**src/hdl/prtt_pkg.sv**
```systemverilog
`timescale 1ns / 1ps

package prtt_pkg;

   // Field widths of the request and response transfers
   localparam int ReqW   = 3;
   localparam int PortW  = 4;
   localparam int StampW = 48;
   localparam int RttW   = 32;

   // Number of slots that a port index can address
   localparam int PortSpan = 16;

   typedef logic [ReqW-1:0]          req_code_type;
   typedef logic [PortW-1:0]         port_type;
   typedef logic [StampW-1:0]        stamp_type;
   typedef logic signed [RttW-1:0]   rtt_type;

   // Request codes
   localparam req_code_type REQ_PING      = 3'd0;
   localparam req_code_type REQ_PONG      = 3'd1;
   localparam req_code_type REQ_READ_PORT = 3'd2;
   localparam req_code_type REQ_READ_AVG  = 3'd3;
   localparam req_code_type REQ_READ_RANK = 3'd4;

   // Value reported when an RTT is unknown
   localparam rtt_type RTT_UNKNOWN = -32'sd1;
   localparam rtt_type RTT_MAX     = 32'sh7fff_ffff;
   localparam rtt_type RTT_MIN     = 32'sh8000_0000;

   typedef enum logic [2:0] {
      ST_IDLE,
      ST_READ,
      ST_AVG_SCAN,
      ST_AVG_DIV,
      ST_AVG_OUT,
      ST_RANK_SCAN,
      ST_RANK_OUT
   } state_type;

endpackage

```
**src/hdl/port_rtt_tracker_ranker_core.sv**
```systemverilog
`timescale 1ns / 1ps

// Ping and pong take effect in the cycle they transfer; the block is ready again next cycle.
// Read port: the index is registered, then the result once the response register is free.
// Average: slot scan plus a bit-serial divider.
// Ranking: one min-search scan of the table per result.
// Synchronous active-high reset clears all pending and RTT valid bits at once.
module port_rtt_tracker_ranker_core #(
   parameter int NUM_PORTS = 16
) (
   input  logic                   clock,
   input  logic                   reset,
   input  logic                   req_valid,
   output logic                   req_ready,
   input  prtt_pkg::req_code_type req_type,
   input  prtt_pkg::port_type     req_port_index,
   input  prtt_pkg::stamp_type    req_time_stamp,
   output logic                   rsp_valid,
   input  logic                   rsp_ready,
   output prtt_pkg::port_type     rsp_port_out,
   output prtt_pkg::rtt_type      rsp_rtt_value,
   output logic                   rsp_known,
   output logic                   rsp_last
);
   import prtt_pkg::*;

   localparam int NumSlots = (NUM_PORTS < PortSpan) ? NUM_PORTS : PortSpan;
   localparam int IdxW     = $clog2(NumSlots);
   localparam int CntW     = $clog2(NumSlots + 1);
   localparam int SumW     = RttW - 1 + CntW;
   localparam int StepW    = $clog2(SumW);
   localparam int KeyW     = RttW + IdxW;
   localparam int DiffW    = StampW + 1;

   // Table storage
   stamp_type               pending_stamp_ff [NumSlots];
   rtt_type                 latest_rtt_ff    [NumSlots];
   logic [NumSlots-1:0]     pending_valid_ff, pending_valid_in;
   logic [NumSlots-1:0]     rtt_valid_ff, rtt_valid_in;
   logic                    stamp_we, rtt_we;
   rtt_type                 latest_rtt_in;

   // Sequencer state
   state_type               state_ff, state_in;
   port_type                port_ff, port_in;
   logic                    inrange_ff, inrange_in;
   logic [IdxW-1:0]         scan_ff, scan_in;
   logic [SumW-1:0]         sum_ff, sum_in;
   logic [CntW-1:0]         cnt_ff, cnt_in;
   logic [CntW-1:0]         rem_ff, rem_in;
   logic [StepW-1:0]        step_ff, step_in;
   rtt_type                 best_rtt_ff, best_rtt_in;
   logic [IdxW-1:0]         best_port_ff, best_port_in;
   logic                    found_ff, found_in;
   rtt_type                 prev_rtt_ff, prev_rtt_in;
   logic [IdxW-1:0]         prev_port_ff, prev_port_in;
   logic                    have_prev_ff, have_prev_in;
   logic [CntW-1:0]         emit_cnt_ff, emit_cnt_in;

   // Response register
   logic                    rsp_valid_ff, rsp_valid_in;
   port_type                rsp_port_ff, rsp_port_in;
   rtt_type                 rsp_rtt_ff, rsp_rtt_in;
   logic                    rsp_known_ff, rsp_known_in;
   logic                    rsp_last_ff, rsp_last_in;

   // Helpers
   logic                    accept;
   logic                    req_inrange;
   logic [IdxW-1:0]         req_idx;
   logic [IdxW-1:0]         rd_idx;
   rtt_type                 rd_rtt;
   logic                    rd_valid;
   logic                    out_free;
   logic                    scan_end;
   logic                    avg_hit;
   logic                    div_done;
   logic                    rank_last;
   logic                    rank_take;
   logic [KeyW-1:0]         rd_key, best_key, prev_key;
   logic [DiffW-1:0]        pong_diff;
   logic [CntW:0]           div_shift;
   logic [CntW:0]           div_sub;
   logic                    div_bit;
   logic [CntW-1:0]         valid_total;

   // Ordering key: signed RTT made unsigned, then slot number for ties
   function automatic logic [KeyW-1:0] rank_key(input rtt_type rtt,
                                                input logic [IdxW-1:0] idx);
      rank_key = {~rtt[RttW-1], rtt[RttW-2:0], idx};
   endfunction

   assign req_ready   = (state_ff == ST_IDLE);
   assign accept      = req_valid && req_ready;
   assign req_inrange = ({1'b0, req_port_index} < (PortW + 1)'(NumSlots));
   assign req_idx     = req_port_index[IdxW-1:0];
   assign out_free    = !rsp_valid_ff || rsp_ready;
   assign scan_end    = (scan_ff == IdxW'(NumSlots - 1));
   assign div_done    = (step_ff == '0);

   // Single read port into the RTT table
   assign rd_idx   = (state_ff == ST_READ) ? port_ff[IdxW-1:0] : scan_ff;
   assign rd_rtt   = latest_rtt_ff[rd_idx];
   assign rd_valid = rtt_valid_ff[rd_idx];

   // Average accumulates only positive RTTs
   assign avg_hit = rd_valid && !rd_rtt[RttW-1] && (rd_rtt != '0);

   // Ranking compare: next key above the previous one and below the best so far
   assign rd_key    = rank_key(rd_rtt, scan_ff);
   assign best_key  = rank_key(best_rtt_ff, best_port_ff);
   assign prev_key  = rank_key(prev_rtt_ff, prev_port_ff);
   assign rank_take = rd_valid && (!have_prev_ff || (rd_key > prev_key))
                      && (!found_ff || (rd_key < best_key));
   assign rank_last = !found_ff || (CntW'(emit_cnt_ff + 1'b1) == cnt_ff);

   // Pong difference, exact over 49 bits
   assign pong_diff = {1'b0, req_time_stamp} - {1'b0, pending_stamp_ff[req_idx]};

   // Restoring divider step
   assign div_shift = {rem_ff, sum_ff[SumW-1]};
   assign div_bit   = (div_shift >= {1'b0, cnt_ff});
   assign div_sub   = div_shift - {1'b0, cnt_ff};

   // Known-port count for the ranking
   always_comb begin
      valid_total = '0;
      for (int i = 0; i < NumSlots; i++) begin
         valid_total = valid_total + CntW'(rtt_valid_ff[i]);
      end
   end

   // Next state
   always_comb begin
      state_in = state_ff;
      case (state_ff)
         ST_IDLE: begin
            if (accept) begin
               case (req_type)
                  REQ_READ_PORT: state_in = ST_READ;
                  REQ_READ_AVG:  state_in = ST_AVG_SCAN;
                  REQ_READ_RANK: state_in = ST_RANK_SCAN;
                  default:       state_in = ST_IDLE;
               endcase
            end
         end
         ST_READ: begin
            if (out_free) state_in = ST_IDLE;
         end
         ST_AVG_SCAN: begin
            if (scan_end) begin
               state_in = ((cnt_ff != '0) || avg_hit) ? ST_AVG_DIV : ST_AVG_OUT;
            end
         end
         ST_AVG_DIV: begin
            if (div_done) state_in = ST_AVG_OUT;
         end
         ST_AVG_OUT: begin
            if (out_free) state_in = ST_IDLE;
         end
         ST_RANK_SCAN: begin
            if (scan_end) state_in = ST_RANK_OUT;
         end
         ST_RANK_OUT: begin
            if (out_free) state_in = rank_last ? ST_IDLE : ST_RANK_SCAN;
         end
         default: state_in = ST_IDLE;
      endcase
   end

   // Datapath and outputs
   always_comb begin
      pending_valid_in = pending_valid_ff;
      rtt_valid_in     = rtt_valid_ff;
      stamp_we         = 1'b0;
      rtt_we           = 1'b0;
      latest_rtt_in    = pong_diff[RttW-1:0];
      port_in          = port_ff;
      inrange_in       = inrange_ff;
      scan_in          = scan_ff;
      sum_in           = sum_ff;
      cnt_in           = cnt_ff;
      rem_in           = rem_ff;
      step_in          = step_ff;
      best_rtt_in      = best_rtt_ff;
      best_port_in     = best_port_ff;
      found_in         = found_ff;
      prev_rtt_in      = prev_rtt_ff;
      prev_port_in     = prev_port_ff;
      have_prev_in     = have_prev_ff;
      emit_cnt_in      = emit_cnt_ff;
      rsp_valid_in     = rsp_valid_ff && !rsp_ready;
      rsp_port_in      = rsp_port_ff;
      rsp_rtt_in       = rsp_rtt_ff;
      rsp_known_in     = rsp_known_ff;
      rsp_last_in      = rsp_last_ff;

      // Saturate the pong difference to signed 32 bits
      if (!((pong_diff[DiffW-1:RttW-1] == '0) || (pong_diff[DiffW-1:RttW-1] == '1))) begin
         latest_rtt_in = pong_diff[DiffW-1] ? RTT_MIN : RTT_MAX;
      end

      case (state_ff)
         ST_IDLE: begin
            if (accept) begin
               case (req_type)
                  REQ_PING: begin
                     if (req_inrange) begin
                        stamp_we                  = 1'b1;
                        pending_valid_in[req_idx] = 1'b1;
                     end
                  end
                  REQ_PONG: begin
                     if (req_inrange && pending_valid_ff[req_idx]) begin
                        rtt_we                    = 1'b1;
                        rtt_valid_in[req_idx]     = 1'b1;
                        pending_valid_in[req_idx] = 1'b0;
                     end
                  end
                  REQ_READ_PORT: begin
                     port_in    = req_port_index;
                     inrange_in = req_inrange;
                  end
                  REQ_READ_AVG: begin
                     scan_in = '0;
                     sum_in  = '0;
                     cnt_in  = '0;
                  end
                  REQ_READ_RANK: begin
                     scan_in      = '0;
                     found_in     = 1'b0;
                     have_prev_in = 1'b0;
                     emit_cnt_in  = '0;
                     cnt_in       = valid_total;
                  end
                  default: ;
               endcase
            end
         end
         ST_READ: begin
            if (out_free) begin
               rsp_valid_in = 1'b1;
               rsp_port_in  = port_ff;
               rsp_last_in  = 1'b1;
               if (inrange_ff && rd_valid) begin
                  rsp_rtt_in   = rd_rtt;
                  rsp_known_in = 1'b1;
               end else begin
                  rsp_rtt_in   = RTT_UNKNOWN;
                  rsp_known_in = 1'b0;
               end
            end
         end
         ST_AVG_SCAN: begin
            if (avg_hit) begin
               sum_in = sum_ff + SumW'(rd_rtt[RttW-2:0]);
               cnt_in = cnt_ff + 1'b1;
            end
            scan_in = scan_ff + 1'b1;
            rem_in  = '0;
            step_in = StepW'(SumW - 1);
         end
         ST_AVG_DIV: begin
            // One quotient bit per cycle, shifted into the sum register
            rem_in  = div_bit ? div_sub[CntW-1:0] : div_shift[CntW-1:0];
            sum_in  = {sum_ff[SumW-2:0], div_bit};
            step_in = step_ff - 1'b1;
         end
         ST_AVG_OUT: begin
            if (out_free) begin
               rsp_valid_in = 1'b1;
               rsp_port_in  = '0;
               rsp_last_in  = 1'b1;
               if (cnt_ff != '0) begin
                  rsp_rtt_in   = sum_ff[RttW-1:0];
                  rsp_known_in = 1'b1;
               end else begin
                  rsp_rtt_in   = RTT_UNKNOWN;
                  rsp_known_in = 1'b0;
               end
            end
         end
         ST_RANK_SCAN: begin
            if (rank_take) begin
               best_rtt_in  = rd_rtt;
               best_port_in = scan_ff;
               found_in     = 1'b1;
            end
            scan_in = scan_ff + 1'b1;
         end
         ST_RANK_OUT: begin
            if (out_free) begin
               rsp_valid_in = 1'b1;
               rsp_last_in  = rank_last;
               if (found_ff) begin
                  rsp_port_in  = PortW'(best_port_ff);
                  rsp_rtt_in   = best_rtt_ff;
                  rsp_known_in = 1'b1;
               end else begin
                  rsp_port_in  = '0;
                  rsp_rtt_in   = RTT_UNKNOWN;
                  rsp_known_in = 1'b0;
               end
               // Set up the next pass above the port just sent
               prev_rtt_in  = best_rtt_ff;
               prev_port_in = best_port_ff;
               have_prev_in = 1'b1;
               found_in     = 1'b0;
               emit_cnt_in  = emit_cnt_ff + 1'b1;
               scan_in      = '0;
            end
         end
         default: ;
      endcase
   end

   // Table entries, written without reset
   always_ff @(posedge clock) begin
      if (stamp_we) pending_stamp_ff[req_idx] <= req_time_stamp;
      if (rtt_we)   latest_rtt_ff[req_idx]    <= latest_rtt_in;
   end

   // Control registers
   always_ff @(posedge clock) begin
      if (reset) begin
         state_ff         <= ST_IDLE;
         pending_valid_ff <= '0;
         rtt_valid_ff     <= '0;
         rsp_valid_ff     <= 1'b0;
      end else begin
         state_ff         <= state_in;
         pending_valid_ff <= pending_valid_in;
         rtt_valid_ff     <= rtt_valid_in;
         rsp_valid_ff     <= rsp_valid_in;
      end
   end

   // Working and payload registers
   always_ff @(posedge clock) begin
      port_ff      <= port_in;
      inrange_ff   <= inrange_in;
      scan_ff      <= scan_in;
      sum_ff       <= sum_in;
      cnt_ff       <= cnt_in;
      rem_ff       <= rem_in;
      step_ff      <= step_in;
      best_rtt_ff  <= best_rtt_in;
      best_port_ff <= best_port_in;
      found_ff     <= found_in;
      prev_rtt_ff  <= prev_rtt_in;
      prev_port_ff <= prev_port_in;
      have_prev_ff <= have_prev_in;
      emit_cnt_ff  <= emit_cnt_in;
      rsp_port_ff  <= rsp_port_in;
      rsp_rtt_ff   <= rsp_rtt_in;
      rsp_known_ff <= rsp_known_in;
      rsp_last_ff  <= rsp_last_in;
   end

   assign rsp_valid     = rsp_valid_ff;
   assign rsp_port_out  = rsp_port_ff;
   assign rsp_rtt_value = rsp_rtt_ff;
   assign rsp_known     = rsp_known_ff;
   assign rsp_last      = rsp_last_ff;

   // An unknown result always carries the unknown marker
   a_unknown_marker: assert property (@(posedge clock) disable iff (reset)
      (rsp_valid_ff && !rsp_known_ff) |-> (rsp_rtt_ff == RTT_UNKNOWN))
      else $error("unknown result without unknown marker");

   // Divider remainder stays below the divisor
   a_div_rem: assert property (@(posedge clock) disable iff (reset)
      (state_ff == ST_AVG_DIV) |-> (rem_ff < cnt_ff))
      else $error("divider remainder out of range");

   // A known average is never negative
   a_avg_sign: assert property (@(posedge clock) disable iff (reset)
      (state_ff == ST_AVG_OUT && out_free && cnt_ff != '0) |=> !rsp_rtt_ff[RttW-1])
      else $error("negative average");

   // Ranking never sends more entries than known ports
   a_rank_count: assert property (@(posedge clock) disable iff (reset)
      (state_ff == ST_RANK_OUT && found_ff) |-> (emit_cnt_ff < cnt_ff))
      else $error("ranking overran known port count");

   // Ranking output is in strictly ascending key order
   a_rank_order: assert property (@(posedge clock) disable iff (reset)
      (state_ff == ST_RANK_OUT && found_ff && have_prev_ff) |-> (best_key > prev_key))
      else $error("ranking out of order");

endmodule

```
**config.mk**
```make
export PLATFORM = sky130hd
export DESIGN_NAME = port_rtt_tracker_ranker_core
export DESIGN_NICKNAME = d
export VERILOG_FILES = /design/src/hdl/prtt_pkg.sv /design/src/hdl/port_rtt_tracker_ranker_core.sv
export SDC_FILE = /design/constraint.sdc
export NUM_CORES = 2
export LEC_CHECK = 0
export ABC_AREA = 0
export BUFFER_PORTS_ARGS = -buffer_cell sky130_fd_sc_hd__buf_2
export CORE_MARGIN = 2
export CORE_UTILIZATION = 55
export CTS_CLUSTER_DIAMETER = 50
export CTS_CLUSTER_SIZE = 8
export DETAILED_ROUTE_END_ITERATION = 12
export GPL_TIMING_DRIVEN = 0
export PLACE_DENSITY = 0.74
export SLEW_MARGIN = 20
export SYNTH_ARGS = -nofsm -noshare
export SYNTH_HDL_FRONTEND = slang
export SYNTH_SLANG_ARGS = --single-unit
export TNS_END_PERCENT = 1
```
**constraint.sdc**
```tcl
create_clock -name clock -period 7.25 [get_ports clock]
set_input_delay 0.3625 -clock clock [delete_from_list [all_inputs] [get_ports clock]]
set_output_delay 0.3625 -clock clock [all_outputs]
set_load 0.005 [all_outputs]
```
==> impl_metrics.toml <==
[global_routing]
met1_usage_pct = 38.5
grt_overflow = 0
grt_use_total_pct = 29.3
gr-usage-met2_pct = 48.1
antenna_found_initial = 3
grt_pass1_vias = 39496
busiest_layer = "met2"
grt_max_degree = 29
grt_pass1_wl_um = 258000
use_met3_pct = 5.95

[sta]
setup_ws_ns = 0.0763
skew_ns = 0.0353
fmax_mhz = 139
tightest_slew_ns = 1.21
setup_tns_ns = 0
relSlewSlack_pct = 18.9
slew_viol_final = 0
period_share_pct = 98.9
finalHoldViolCount = 0
setup_viol = 0
rsz0062_at_grt = "true"
fin_crit_ns = 7.17

[synth]
async_flop_share_pct = 0
syn_area_um2 = 64600
synthCells = 3775
seq_area_frac_synth_pct = 68.9
synth_ff_type = "edfxtp_1"
ys_types = 83
syn_area_per_cell_um2 = 17.1
ys_warn_count = 0
ys_ff_latch = 1493
synth-edff-count = 1457
synth_nets = 4017

[worst_setup_path]
setup.worst_path.class = "in2reg"
crit_path_start_kind = "input port"
crit_required_ns = 7.75
worstSetupEndpointType = "flop"
worst_ep_arrival_time_ns = 7.68
r2r_end = "sum_ff[34]"
path_max_fanout = 18
reg2reg_setup_slack_ns = 0.14
r2r_start = "state_ff[0]"
critPathLaunch = "req_port_index[1]"
r2r_cells = 21

[cells_and_area]
finish.utilization_pct = 65.3
synthToLayoutAreaGrowth_pct = 17.7
final_common_cell = "edfxtp_1"
drive_above_1_share_pct = 23.5
final_cell_mix = "edfxtp_1, mux4_2, nor2_1, clkbuf_16, nand2_1"
nets = 4529
n_antenna_cell = 0

[drt]
drtAntennaViolNets = 0
dr.pass1.iters = 7
drc = 0
drtIter0Drc = 5130
wire_per_inst_um = 29.9
wirelength_um = 176000
viasPerCell = 6.60
vias = 38733

[floorplanning]
fp.dieH_um = 347
io_pins = 99
initial_core_util_pct = 55.5
std_cell_rows = 125
die-area_um2 = 120000
die_w_um = 347
core_area_um2 = 116000

[clock_tree]
clkSinkCount = 1493
cts.path.max_buffers = 3
htreeDepth = 4
cts_tree = "yes"
cts_root_buf = "clkbuf_16"
numCtsBuffers = 210
clkLatencyLatePin_ns = 0.80
clk_pin_slew_worst_paths_ns = 0.05

[placement]
dp_hpwl_um = 112000
port_buffers = 96
pre_cts_ws_ns = -2.23
place_congestion = 0.905

[power_and_ir_drop]
power.total_mw = 28.0
irDropWorstVdd_uv = 306
pwr_density_cell_nw_per_um2 = 368
leakagePower_nw = 26.3

[job]
maxCapViolCount = 0

[outcome]
outcome = "completed"

[min_path]
min_path_cells = 2
worstHoldStart = "reset"
hold_path_class = "in2reg"
[cell type report]
type / instances / area [um2]
Fill cell: 7624 / 40400
Clock inverter: 21 / 299
Buffer: 162 / 852
Inverter: 183 / 691
Timing Repair Buffer: 301 / 3100
Sequential cell: 1493 / 44500
Clock buffer: 253 / 5440
Multi-Input combinational cell: 1936 / 19200
Tap cell: 1524 / 1910
[cells in the mapped netlist (27+ instances only)]
cell / number / area, um2
edfxtp_1: 1457 / 43800
mux4_2: 367 / 8270
nor2_1: 243 / 912
nand2_1: 205 / 769
inv_1: 182 / 683
a21oi_1: 172 / 861
ha_1: 170 / 2130
clkbuf_1: 108 / 405
a21o_1: 85 / 638
nor3_1: 56 / 280
o21ai_0: 56 / 280
xnor2_1: 55 / 482
a22oi_1: 38 / 285
dfxtp_1: 36 / 721
nand4_1: 35 / 219
o22ai_1: 35 / 219
nand3_1: 33 / 165
and3_1: 27 / 169
xor2_1: 27 / 236
[routing by layer]
metal | vias to the layer above | share of wire (%)
li1 | 16054 | -
met1 | 19537 | 37
met2 | 2563 | 49
met3 | 573 | 9.7
met4 | 6 | 4.6
met5 | - | 0.023
[critical path, stage by stage]
cell,delay [ns]
buf_2,0.19
clkbuf_1,0.42
buf_2,0.60
clkbuf_2,0.49
mux4_2,0.41
mux4_2,0.49
inv_1,0.08
ha_1,0.11
clkbuf_1,0.37
nand4_1,0.32
or4_1,0.61
o21ba_2,0.24
o21ai_1,0.31
or2_2,0.21
a31o_2,0.25
clkinvlp_4,0.34
nor3_1,0.27
nand4_1,0.17
o41ai_4,0.58
clkbuf_2,0.49
a21oi_2,0.13
buf_6,0.19
[cell families after synthesis]
| family | synth area share (%) |
|---|---|
| xor+xnor | 1.11 |
| fa+ha+maj | 3.70 |
| simple gates | 5.10 |
| buf+inv | 2.23 |
| flops | 68.9 |
| mux | 13.3 |
| compound gates | 5.69 |
[timing repair]
item                       CTS  global route
pin swaps                    0             0
hold buffers                53             0
setup endpoints to repair  496           484
hold endpoints to repair   761             0
resized for setup           68            41
setup buffers                7             8
[state kept, by name (all words and copies together) (netlist names), 5 cells and up, named ones only]
name and cells:
sum_ff 36, best_rtt_ff 32, prev_rtt_ff 32, step_ff 6
rem_ff 5, cnt_ff 5, rsp_rtt_value 32, rtt_valid_ff 16
emit_cnt_ff 5, latest_rtt_ff 512, pending_stamp_ff 768
[through the flow]
step                      hold WS [ns]  instance area, um2  instances
final                            0.109               76000       5873
after global routing             0.127               76000       5873
after CTS                       0.0744               75800       5866
after detailed placement         0.441               69100       5532
after global placement           0.436               67000       5395
after floorplan                  0.426               64600       3775
[worst max-delay path by stage]
stage	end	slack, ns
after floorplan	latest_rtt_ff[0][4]	0.87
after global placement	latest_rtt_ff[12][28]	-3.37
after detailed placement	latest_rtt_ff[11][5]	-2.23
after CTS	latest_rtt_ff[12][18]	0.02
after global routing	sum_ff[35]	-0.05
final	latest_rtt_ff[4][11]	0.08
[report_power, final]
part	total, mW	internal (mW)	switching, mW
logic	9.05	3.48	5.57
registers	10.1	10.0	0.130
clock network	8.77	5.28	3.49
(Power assumes the default switching activity.)
